## src/hdl/wtct_pkg.sv

```systemverilog
`timescale 1ns / 1ps
// shared types and constants for the windowed threshold crossing trigger
package wtct_pkg;

  localparam int SAMPLE_W = 12;
  localparam int SCALED_W = 8;
  localparam int TIME_W   = 32;
  localparam int HOLD_W   = 10;
  localparam int ADDR_W   = 4;
  localparam int DATA_W   = 32;

  localparam logic [SAMPLE_W-1:0] THRESHOLD_RESET = 12'd2048;
  localparam logic                ENABLE_RESET    = 1'b1;
  localparam logic [HOLD_W-1:0]   HOLDOFF_RESET   = 10'd300;

  localparam logic [1:0] REG_THRESHOLD = 2'd0;
  localparam logic [1:0] REG_ENABLE    = 2'd1;
  localparam logic [1:0] REG_HOLDOFF   = 2'd2;

  localparam logic REQ_SAMPLE = 1'b0;
  localparam logic REQ_CHECK  = 1'b1;

  typedef struct packed {
    logic                req_type;
    logic [SAMPLE_W-1:0] sample_value;
    logic [TIME_W-1:0]   now_ms;
  } in_item_t;

  typedef struct packed {
    logic                event_fired;
    logic                event_rising;
    logic [SAMPLE_W-1:0] latest_raw;
    logic [SCALED_W-1:0] latest_scaled;
  } out_item_t;

  typedef struct packed {
    logic [SAMPLE_W-1:0] threshold;
    logic                enable;
    logic [HOLD_W-1:0]   holdoff_ms;
  } cfg_t;

endpackage

```

## src/hdl/wtct_regs.sv

```systemverilog
`timescale 1ns / 1ps
// configuration register file behind the apb port
module wtct_regs (
  input  logic                        clk,
  input  logic                        rst,
  input  logic                        psel,
  input  logic                        penable,
  input  logic                        pwrite,
  input  logic [wtct_pkg::ADDR_W-1:0] paddr,
  input  logic [wtct_pkg::DATA_W-1:0] pwdata,
  output logic [wtct_pkg::DATA_W-1:0] prdata,
  output logic                        pready,
  output wtct_pkg::cfg_t              cfg
);
  import wtct_pkg::*;

  logic [1:0] reg_index;
  logic       wr_strobe;

  assign pready    = 1'b1;
  assign reg_index = paddr[3:2];
  assign wr_strobe = psel && penable && pwrite;

  always_ff @(posedge clk) begin
    if (rst) begin
      cfg.threshold  <= THRESHOLD_RESET;
      cfg.enable     <= ENABLE_RESET;
      cfg.holdoff_ms <= HOLDOFF_RESET;
    end else if (wr_strobe) begin
      unique case (reg_index)
        REG_THRESHOLD: cfg.threshold  <= pwdata[SAMPLE_W-1:0];
        REG_ENABLE:    cfg.enable     <= pwdata[0];
        REG_HOLDOFF:   cfg.holdoff_ms <= pwdata[HOLD_W-1:0];
        default: ;
      endcase
    end
  end

  always_comb begin
    prdata = '0;
    unique case (reg_index)
      REG_THRESHOLD: prdata = DATA_W'(cfg.threshold);
      REG_ENABLE:    prdata = DATA_W'(cfg.enable);
      REG_HOLDOFF:   prdata = DATA_W'(cfg.holdoff_ms);
      default:       prdata = '0;
    endcase
  end

endmodule

```

## src/hdl/wtct_ring.sv

```systemverilog
`timescale 1ns / 1ps
// sample ring memory, one write port and one registered read port
module wtct_ring #(
  parameter int DEPTH = 32,
  parameter int AW    = 5
) (
  input  logic                          clk,
  input  logic                          wr_en,
  input  logic [AW-1:0]                 wr_addr,
  input  logic [wtct_pkg::SAMPLE_W-1:0] wr_data,
  input  logic [AW-1:0]                 rd_addr,
  output logic [wtct_pkg::SAMPLE_W-1:0] rd_data
);
  import wtct_pkg::*;

  logic [SAMPLE_W-1:0] mem [DEPTH];

  always_ff @(posedge clk) begin
    if (wr_en) begin
      mem[wr_addr] <= wr_data;
    end
  end

  always_ff @(posedge clk) begin
    rd_data <= mem[rd_addr];
  end

endmodule

```

## src/hdl/wtct_scale.sv

```systemverilog
`timescale 1ns / 1ps
// twelve-bit to eight-bit sample scaler, floor(v * 255 / 4095)
module wtct_scale (
  input  logic [wtct_pkg::SAMPLE_W-1:0] raw,
  output logic [wtct_pkg::SCALED_W-1:0] scaled
);
  import wtct_pkg::*;

  localparam int PROD_W = SAMPLE_W + SCALED_W;
  localparam logic [SAMPLE_W:0] DIVISOR = 13'd4095;

  logic [PROD_W-1:0]   prod;
  logic [SCALED_W-1:0] q0;
  logic [SAMPLE_W:0]   rem;

  // divide by 2^12 - 1: estimate with a shift, then one correction step
  assign prod   = {raw, {SCALED_W{1'b0}}} - PROD_W'(raw);
  assign q0     = prod[PROD_W-1:SAMPLE_W];
  assign rem    = {1'b0, prod[SAMPLE_W-1:0]} + (SAMPLE_W+1)'(q0);
  assign scaled = (rem >= DIVISOR) ? q0 + 1'b1 : q0;

endmodule

```

## src/hdl/windowed_threshold_crossing_trigger_unit.sv

```systemverilog
`timescale 1ns / 1ps
// top level: sample ring, crossing scan sequencer and result register
// a sample transaction passes from acceptance to the finish state, then to the registered result;
// a check also passes through the prime state and a scan of the filled ring entries, cut short
// when a crossing ends the scan early, skipped when disabled or under two samples
// one transaction at a time, the scan reading one ring entry per cycle; a held result stalls
// the next input
// rst is synchronous and clears control state, times, held sample and config; ring is not cleared
module windowed_threshold_crossing_trigger_unit #(
  parameter int WINDOW_DEPTH = 32
) (
  input  logic                        clk,
  input  logic                        rst,
  input  logic                        in_valid,
  output logic                        in_ready,
  input  wtct_pkg::in_item_t          in_data,
  output logic                        out_valid,
  input  logic                        out_ready,
  output wtct_pkg::out_item_t         out_data,
  input  logic                        psel,
  input  logic                        penable,
  input  logic                        pwrite,
  input  logic [wtct_pkg::ADDR_W-1:0] paddr,
  input  logic [wtct_pkg::DATA_W-1:0] pwdata,
  output logic [wtct_pkg::DATA_W-1:0] prdata,
  output logic                        pready
);
  import wtct_pkg::*;

  localparam int AW = $clog2(WINDOW_DEPTH);
  localparam int CW = $clog2(WINDOW_DEPTH + 1);

  localparam logic [1:0] S_IDLE   = 2'd0;
  localparam logic [1:0] S_PRIME  = 2'd1;
  localparam logic [1:0] S_SCAN   = 2'd2;
  localparam logic [1:0] S_FINISH = 2'd3;

  cfg_t                cfg;
  logic [1:0]          state;
  logic [AW-1:0]       wp;
  logic [CW-1:0]       fill_count;
  logic                above_flag;
  logic [TIME_W-1:0]   last_rise_time;
  logic [TIME_W-1:0]   last_fall_time;
  logic [SAMPLE_W-1:0] held_raw;
  logic [SCALED_W-1:0] held_scaled;
  logic [TIME_W-1:0]   now_q;
  logic [AW-1:0]       scan_ptr;
  logic [CW-1:0]       idx;
  logic [SAMPLE_W-1:0] prev;
  logic                res_fired;
  logic                res_rising;

  logic                full;
  logic [AW-1:0]       start;
  logic [AW-1:0]       rd_addr;
  logic [SAMPLE_W-1:0] rd_data;
  logic                wr_en;
  logic [SCALED_W-1:0] in_scaled;
  logic [CW-1:0]       idx_next;
  logic                rise_x;
  logic                fall_x;
  logic                rise_ok;
  logic                fall_ok;
  logic [TIME_W-1:0]   rise_gap;
  logic [TIME_W-1:0]   fall_gap;

  function automatic logic [AW-1:0] ptr_inc(input logic [AW-1:0] p);
    ptr_inc = (p == AW'(WINDOW_DEPTH - 1)) ? '0 : p + 1'b1;
  endfunction

  wtct_regs u_regs (
    .clk     (clk),
    .rst     (rst),
    .psel    (psel),
    .penable (penable),
    .pwrite  (pwrite),
    .paddr   (paddr),
    .pwdata  (pwdata),
    .prdata  (prdata),
    .pready  (pready),
    .cfg     (cfg)
  );

  wtct_ring #(
    .DEPTH (WINDOW_DEPTH),
    .AW    (AW)
  ) u_ring (
    .clk     (clk),
    .wr_en   (wr_en),
    .wr_addr (wp),
    .wr_data (in_data.sample_value),
    .rd_addr (rd_addr),
    .rd_data (rd_data)
  );

  wtct_scale u_scale (
    .raw    (in_data.sample_value),
    .scaled (in_scaled)
  );

  assign in_ready = (state == S_IDLE);
  assign full     = (fill_count == CW'(WINDOW_DEPTH));
  assign start    = full ? wp : '0;
  assign rd_addr  = (state == S_IDLE) ? start : scan_ptr;
  assign wr_en    = in_valid && in_ready && (in_data.req_type == REQ_SAMPLE);
  assign idx_next = idx + 1'b1;

  assign rise_x   = (prev <= cfg.threshold) && (rd_data > cfg.threshold);
  assign fall_x   = (prev >= cfg.threshold) && (rd_data < cfg.threshold);
  assign rise_gap = now_q - last_rise_time;
  assign fall_gap = now_q - last_fall_time;
  assign rise_ok  = rise_gap >= TIME_W'(cfg.holdoff_ms);
  assign fall_ok  = fall_gap >= TIME_W'(cfg.holdoff_ms);

  always_ff @(posedge clk) begin
    if (rst) begin
      state          <= S_IDLE;
      wp             <= '0;
      fill_count     <= '0;
      above_flag     <= 1'b0;
      last_rise_time <= '0;
      last_fall_time <= '0;
      held_raw       <= '0;
      held_scaled    <= '0;
      out_valid      <= 1'b0;
    end else begin
      if (out_valid && out_ready && (state != S_FINISH)) begin
        out_valid <= 1'b0;
      end
      unique case (state)
        S_IDLE: begin
          if (in_valid) begin
            res_fired  <= 1'b0;
            res_rising <= 1'b0;
            now_q      <= in_data.now_ms;
            if (in_data.req_type == REQ_SAMPLE) begin
              held_raw    <= in_data.sample_value;
              held_scaled <= in_scaled;
              wp          <= ptr_inc(wp);
              if (!full) begin
                fill_count <= fill_count + 1'b1;
              end
              state <= S_FINISH;
            end else if (!cfg.enable) begin
              above_flag <= 1'b0;
              state      <= S_FINISH;
            end else if (fill_count < CW'(2)) begin
              state <= S_FINISH;
            end else begin
              scan_ptr <= ptr_inc(start);
              idx      <= CW'(1);
              state    <= S_PRIME;
            end
          end
        end
        S_PRIME: begin
          prev     <= rd_data;
          scan_ptr <= ptr_inc(scan_ptr);
          state    <= S_SCAN;
        end
        S_SCAN: begin
          if (rise_x) begin
            if (!above_flag && rise_ok) begin
              res_fired      <= 1'b1;
              res_rising     <= 1'b1;
              last_rise_time <= now_q;
              above_flag     <= 1'b1;
            end
            state <= S_FINISH;
          end else if (fall_x) begin
            if (above_flag && fall_ok) begin
              res_fired      <= 1'b1;
              last_fall_time <= now_q;
              above_flag     <= 1'b0;
            end
            state <= S_FINISH;
          end else if (idx_next == fill_count) begin
            // last entry scanned is the newest sample
            above_flag <= (rd_data > cfg.threshold);
            state      <= S_FINISH;
          end else begin
            prev     <= rd_data;
            idx      <= idx_next;
            scan_ptr <= ptr_inc(scan_ptr);
          end
        end
        S_FINISH: begin
          if (!out_valid || out_ready) begin
            out_valid              <= 1'b1;
            out_data.event_fired   <= res_fired;
            out_data.event_rising  <= res_rising;
            out_data.latest_raw    <= held_raw;
            out_data.latest_scaled <= held_scaled;
            state                  <= S_IDLE;
          end
        end
        default: state <= S_IDLE;
      endcase
    end
  end

  a_fill_bound: assert property (@(posedge clk) disable iff (rst)
    fill_count <= CW'(WINDOW_DEPTH))
    else $error("fill count above ring depth");

  a_wp_tracks_fill: assert property (@(posedge clk) disable iff (rst)
    !full |-> (CW'(wp) == fill_count))
    else $error("write pointer out of step with fill count");

  a_scan_in_range: assert property (@(posedge clk) disable iff (rst)
    (state == S_SCAN) |-> (idx < fill_count))
    else $error("scan index past written entries");

  a_rise_sets_flag: assert property (@(posedge clk) disable iff (rst)
    (state == S_FINISH && res_fired && res_rising) |-> above_flag)
    else $error("rising event without above flag");

  a_result_after_finish: assert property (@(posedge clk) disable iff (rst)
    (state == S_FINISH && !out_valid) |=> (out_valid && state == S_IDLE))
    else $error("finished transaction not registered");

endmodule

```

## config.mk

```make
export PLATFORM = sky130hd
export DESIGN_NAME = windowed_threshold_crossing_trigger_unit
export DESIGN_NICKNAME = d
export VERILOG_FILES = /design/src/hdl/wtct_pkg.sv /design/src/hdl/wtct_regs.sv /design/src/hdl/wtct_ring.sv /design/src/hdl/wtct_scale.sv /design/src/hdl/windowed_threshold_crossing_trigger_unit.sv
export SDC_FILE = /design/constraint.sdc
export NUM_CORES = 1
export LEC_CHECK = 0
export BUFFER_PORTS_ARGS = -buffer_cell sky130_fd_sc_hd__buf_2
export CORE_MARGIN = 5
export CORE_UTILIZATION = 36
export DETAILED_ROUTE_END_ITERATION = 10
export GPL_TIMING_DRIVEN = 1
export SYNTH_ARGS = -nofsm -noshare
export SYNTH_HDL_FRONTEND = slang
export SYNTH_SLANG_ARGS = --single-unit
```

## constraint.sdc

```tcl
create_clock -name clk -period 9.6 [get_ports clk]
set_clock_uncertainty 0.15 [all_clocks]
set_input_delay 0 -clock clk [delete_from_list [all_inputs] [get_ports clk]]
set_output_delay 0 -clock clk [all_outputs]
set_load 0.02 [all_outputs]
```

==> results.md <==
- Run status: completed
- CTS Buf Count: 60
- MaxCap Viol Count: 0
- Hold depth: 4
- Fraction of registers with async set/reset: 0
- Sw power: 2.42 mW
- Total global-route track usage: 0.167
- Internal: 5.14 mW
- First-pass GRT wire length: 115,000 um
- DR vias/cell: 5.36
- Placed cells: 3,498
- CP Class: flip-flop to flip-flop
- Fin. Hold Viols: 0
- Post-Syn Instances: 2,415
- IO Pins: 145
- Synth Flop Type: edfxtp_1
- Port Buffers: 101
- FF-to-FF End: last_rise_time[18]
- Final setup viols: 0
- Die Ht: 296 um
- Vias post-DR: 19,940
- Final Wtd Congestion: 0.952
- Pins Over Slew Limit: 0
- Clock buffer depth: 3
- Vias in the first global route: 20,191
- H-tree depth: 2
- Grt ovf: 0
- Clock transition at the registers of the reported paths: 0.06 ns
- EDFF count, synth: 463
- Die area: 0.0876 sq mm
- 1st-iter DRT viols: 1,323
- Hold endpoint: u_regs.cfg[6]
- DP HPWL: 49,100 um
- Peak per-stage delay on the critical path: 0.69 ns
- CP Launch Type: flip-flop
- Synth warnings: 0
- Max_slew headroom: 0.149
- Die Wd: 296 um
- Cell chain of the critical path: inv_1, ha_1, fa_1, nor2b_1, o2111ai_1, nand2_1, a21o_1, a21oi_1, xnor2_1, ha_1, o21ai_0, a21oi_1, or4_1, nor4_1, nand4_1, nor4_1, a21oi_1, nor2b_4, buf_4, mux2i_1
- Mapped Area: 0.0294 sq mm
- Mean area per synthesized cell: 12.2 sq um
- LEAKAGE: 12.0 nW
- CP delay by family, top: simple AND/OR/NAND/NOR gates
- Synth top area share: 0.472
- R2r setup slk: 3.82 ns
- CP Capture Type: flip-flop
- Worst path required time: 9.91 ns
- Cells on worst reg2reg path: 20
- Antenna cells: 0
- Seq pwr share: 0.400
- Clock power share: 0.308
- Area Growth Syn to Fin: 16.1%
- Post-Layout Cell Count: 3,723
- First-pass detailed-route iteration total: 5
- TritonCTS clock tree: built
- Pwr Density: 221 mW/mm^2
- Setup TNS: 0 ns
- Worst skew pair latency: 0.69 ns
- Slew of the pin with the lowest slew margin: 1.27 ns
- Data arrival, critical path: 6.09 ns
- Share of cells above drive strength 1: 0.131
- Tcrit/Tclk final: 0.602
- Clock root buffer: clkbuf_16
- Distinct cell type count after synthesis: 84
- Initial antenna violation count: 1
- # clock sinks: 597
- Most frequent CP cell: a21oi_1
- Peak supply drop: 0.159 mV
- Hold_sp: pwdata[6]
- Comb pwr share: 0.291
- FP Rows: 104
- Worst Path Max Fanout: 28
- DRC violations left: 0
- Fin crit period: 5.78 ns
- PnR Total Power: 7.55 mW
- Post-CTS Setup Inserts: 0
- Worst Hold Class: primary input to flip-flop
- Sequential share of the synthesized area: 0.564
- Core area: 0.0808 sq mm
- Wire per inst: 20.1 um
- Reg-to-reg startpoint: now_q[0]
- Initial Util: 0.364
- Yosys reg bits: 597
- Top cells by area, synth: edfxtp_1 (47%), dfxtp_1 (9.1%), mux4_2 (7.3%)
- CP max stage cell: nor4_1
- Sw Share: 0.320
- Yosys top cell by area: edfxtp_1
- Bufs and invs on worst path: 2
- F_max: 173 MHz
- Routed Antenna Nets: 0
- Largest net degree at the start of global routing: 82
- Nets: 2,838
- RSZ-0062 raised after global routing: false
- Post-Route WL: 74,700 um
per-stage QoR:
step	worst slack [ns]	cell area, sq um	hold slack, ns	utilization
3_5_place_dp	3.98	31100	0.0281	0.385
4_1_cts	3.90	34200	0.00153	0.423
6_report	3.82	34200	0.0361	0.423
5_1_grt	3.54	34200	0.0405	0.423
3_3_place_gp	3.93	31100	0.0296	0.385
2_1_floorplan	5.12	29500	-0.0511	-
cells by family (layout without fill, tap and decap cells):
group / count (synthesis) / after routing / synth area share
AND/OR/NAND/NOR: 788 / 788 / 0.130
AO/OA/AOI/OAI: 376 / 376 / 0.0832
flip-flops: 597 / 597 / 0.564
buffers and inverters: 252 / 481 / 0.0355
other: 2 / 21 / 0.000255
XOR/XNOR: 68 / 68 / 0.0207
multiplexers: 194 / 194 / 0.107
adder cells (fa/ha/maj): 138 / 138 / 0.0594
state kept, by name, indices dropped and copies added, names as in the netlist:
name            flops
u_ring.mem        384
last_fall_time     32
last_rise_time     32
now_q              32
u_regs.cfg         23
out_data           22
held_raw           12
prev               12
u_ring.rd_data     12
held_scaled         8
fill_count          6
idx                 6
scan_ptr            5
wp                  5
state               2
above_flag          1
out_valid           1
res_fired           1
res_rising          1
area by class of cell:
type                    instances  area (sq um)
fillers                      7393         46600
flip-flops and latches        597         16600
multi-input cells            1585         12000
repair buffers                241          1840
clock buffers                  74          1570
well taps                    1060          1330
inverters                     127           477
clock inverters                39           394
per-layer routing:
layer | wire length [um] | share of wire | global-route usage
met3 | 4430 | 0.059 | 0.0234
met4 | 1930 | 0.026 | 0.0471
met5 | 0 | 0 | 0
met2 | 36600 | 0.49 | 0.290
met1 | 31700 | 0.42 | 0.221
power groups by stage:
stage / sequential [mW] / clock [mW] / combinational [mW]
2_1_floorplan: 3.05 / 0 / 1.53
3_3_place_gp: 3.07 / 0 / 2.13
3_5_place_dp: 3.08 / 0 / 2.17
4_1_cts: 3.03 / 2.39 / 2.21
5_1_grt: 3.04 / 2.50 / 2.42
6_report: 3.02 / 2.33 / 2.20
worst register-to-register path: stages (launching register included):
cell and delay, ns:
edfxtp_1 0.42, inv_1 0.11, ha_1 0.20, fa_1 0.23, nor2b_1 0.07, o2111ai_1 0.45
nand2_1 0.17, a21o_1 0.20, a21oi_1 0.16, xnor2_1 0.15, ha_1 0.27, o21ai_0 0.14
a21oi_1 0.05, or4_1 0.56, nor4_1 0.38, nand4_1 0.18, nor4_1 0.69, a21oi_1 0.29
nor2b_4 0.20, buf_4 0.29, mux2i_1 0.22
synthesized netlist by cell type (all sizes together), types with 30 or more instances:
master and instances:
mux4 96, nor2 161, dfxtp 134, nand2 245
xor2 30, a21o 38, mux2i 94, ha 135
clkbuf 86, nor3 37, nand3 100, a21oi 124
nand2b 75, o21ai 66, inv 127, edfxtp 463
buf 39, xnor2 37
cells in the final DEF, fill, tap and decap left out, types with 92 or more instances in the layout:
cell,count
edfxtp_1,463
nand2_1,245
nor2_1,159
ha_1,135
dfxtp_1,134
inv_1,127
a21oi_1,123
dlygate4sd3_1,112
nand3_1,100
buf_2,100
mux4_2,96
mux2i_1,92
timing repair:
action | in CTS | in global routing
resized for setup | 0 | 0
hold buffers | 112 | 0
endpoints found under the hold margin | 493 | 0
setup endpoints to repair | 0 | 0
worst max-delay path by stage:
stage / startpoint / endpoint / slack, ns / cells after the start
5_1_grt: now_q[0] / last_rise_time[18] / 3.54 / 20
2_1_floorplan: now_q[3] / last_fall_time[10] / 5.12 / 21
3_5_place_dp: now_q[0] / last_rise_time[7] / 3.98 / 20
3_3_place_gp: now_q[0] / last_rise_time[26] / 3.93 / 20
6_report: now_q[0] / last_rise_time[18] / 3.82 / 20
4_1_cts: now_q[0] / last_rise_time[18] / 3.90 / 20
Power figures use the tool's default switching activity.
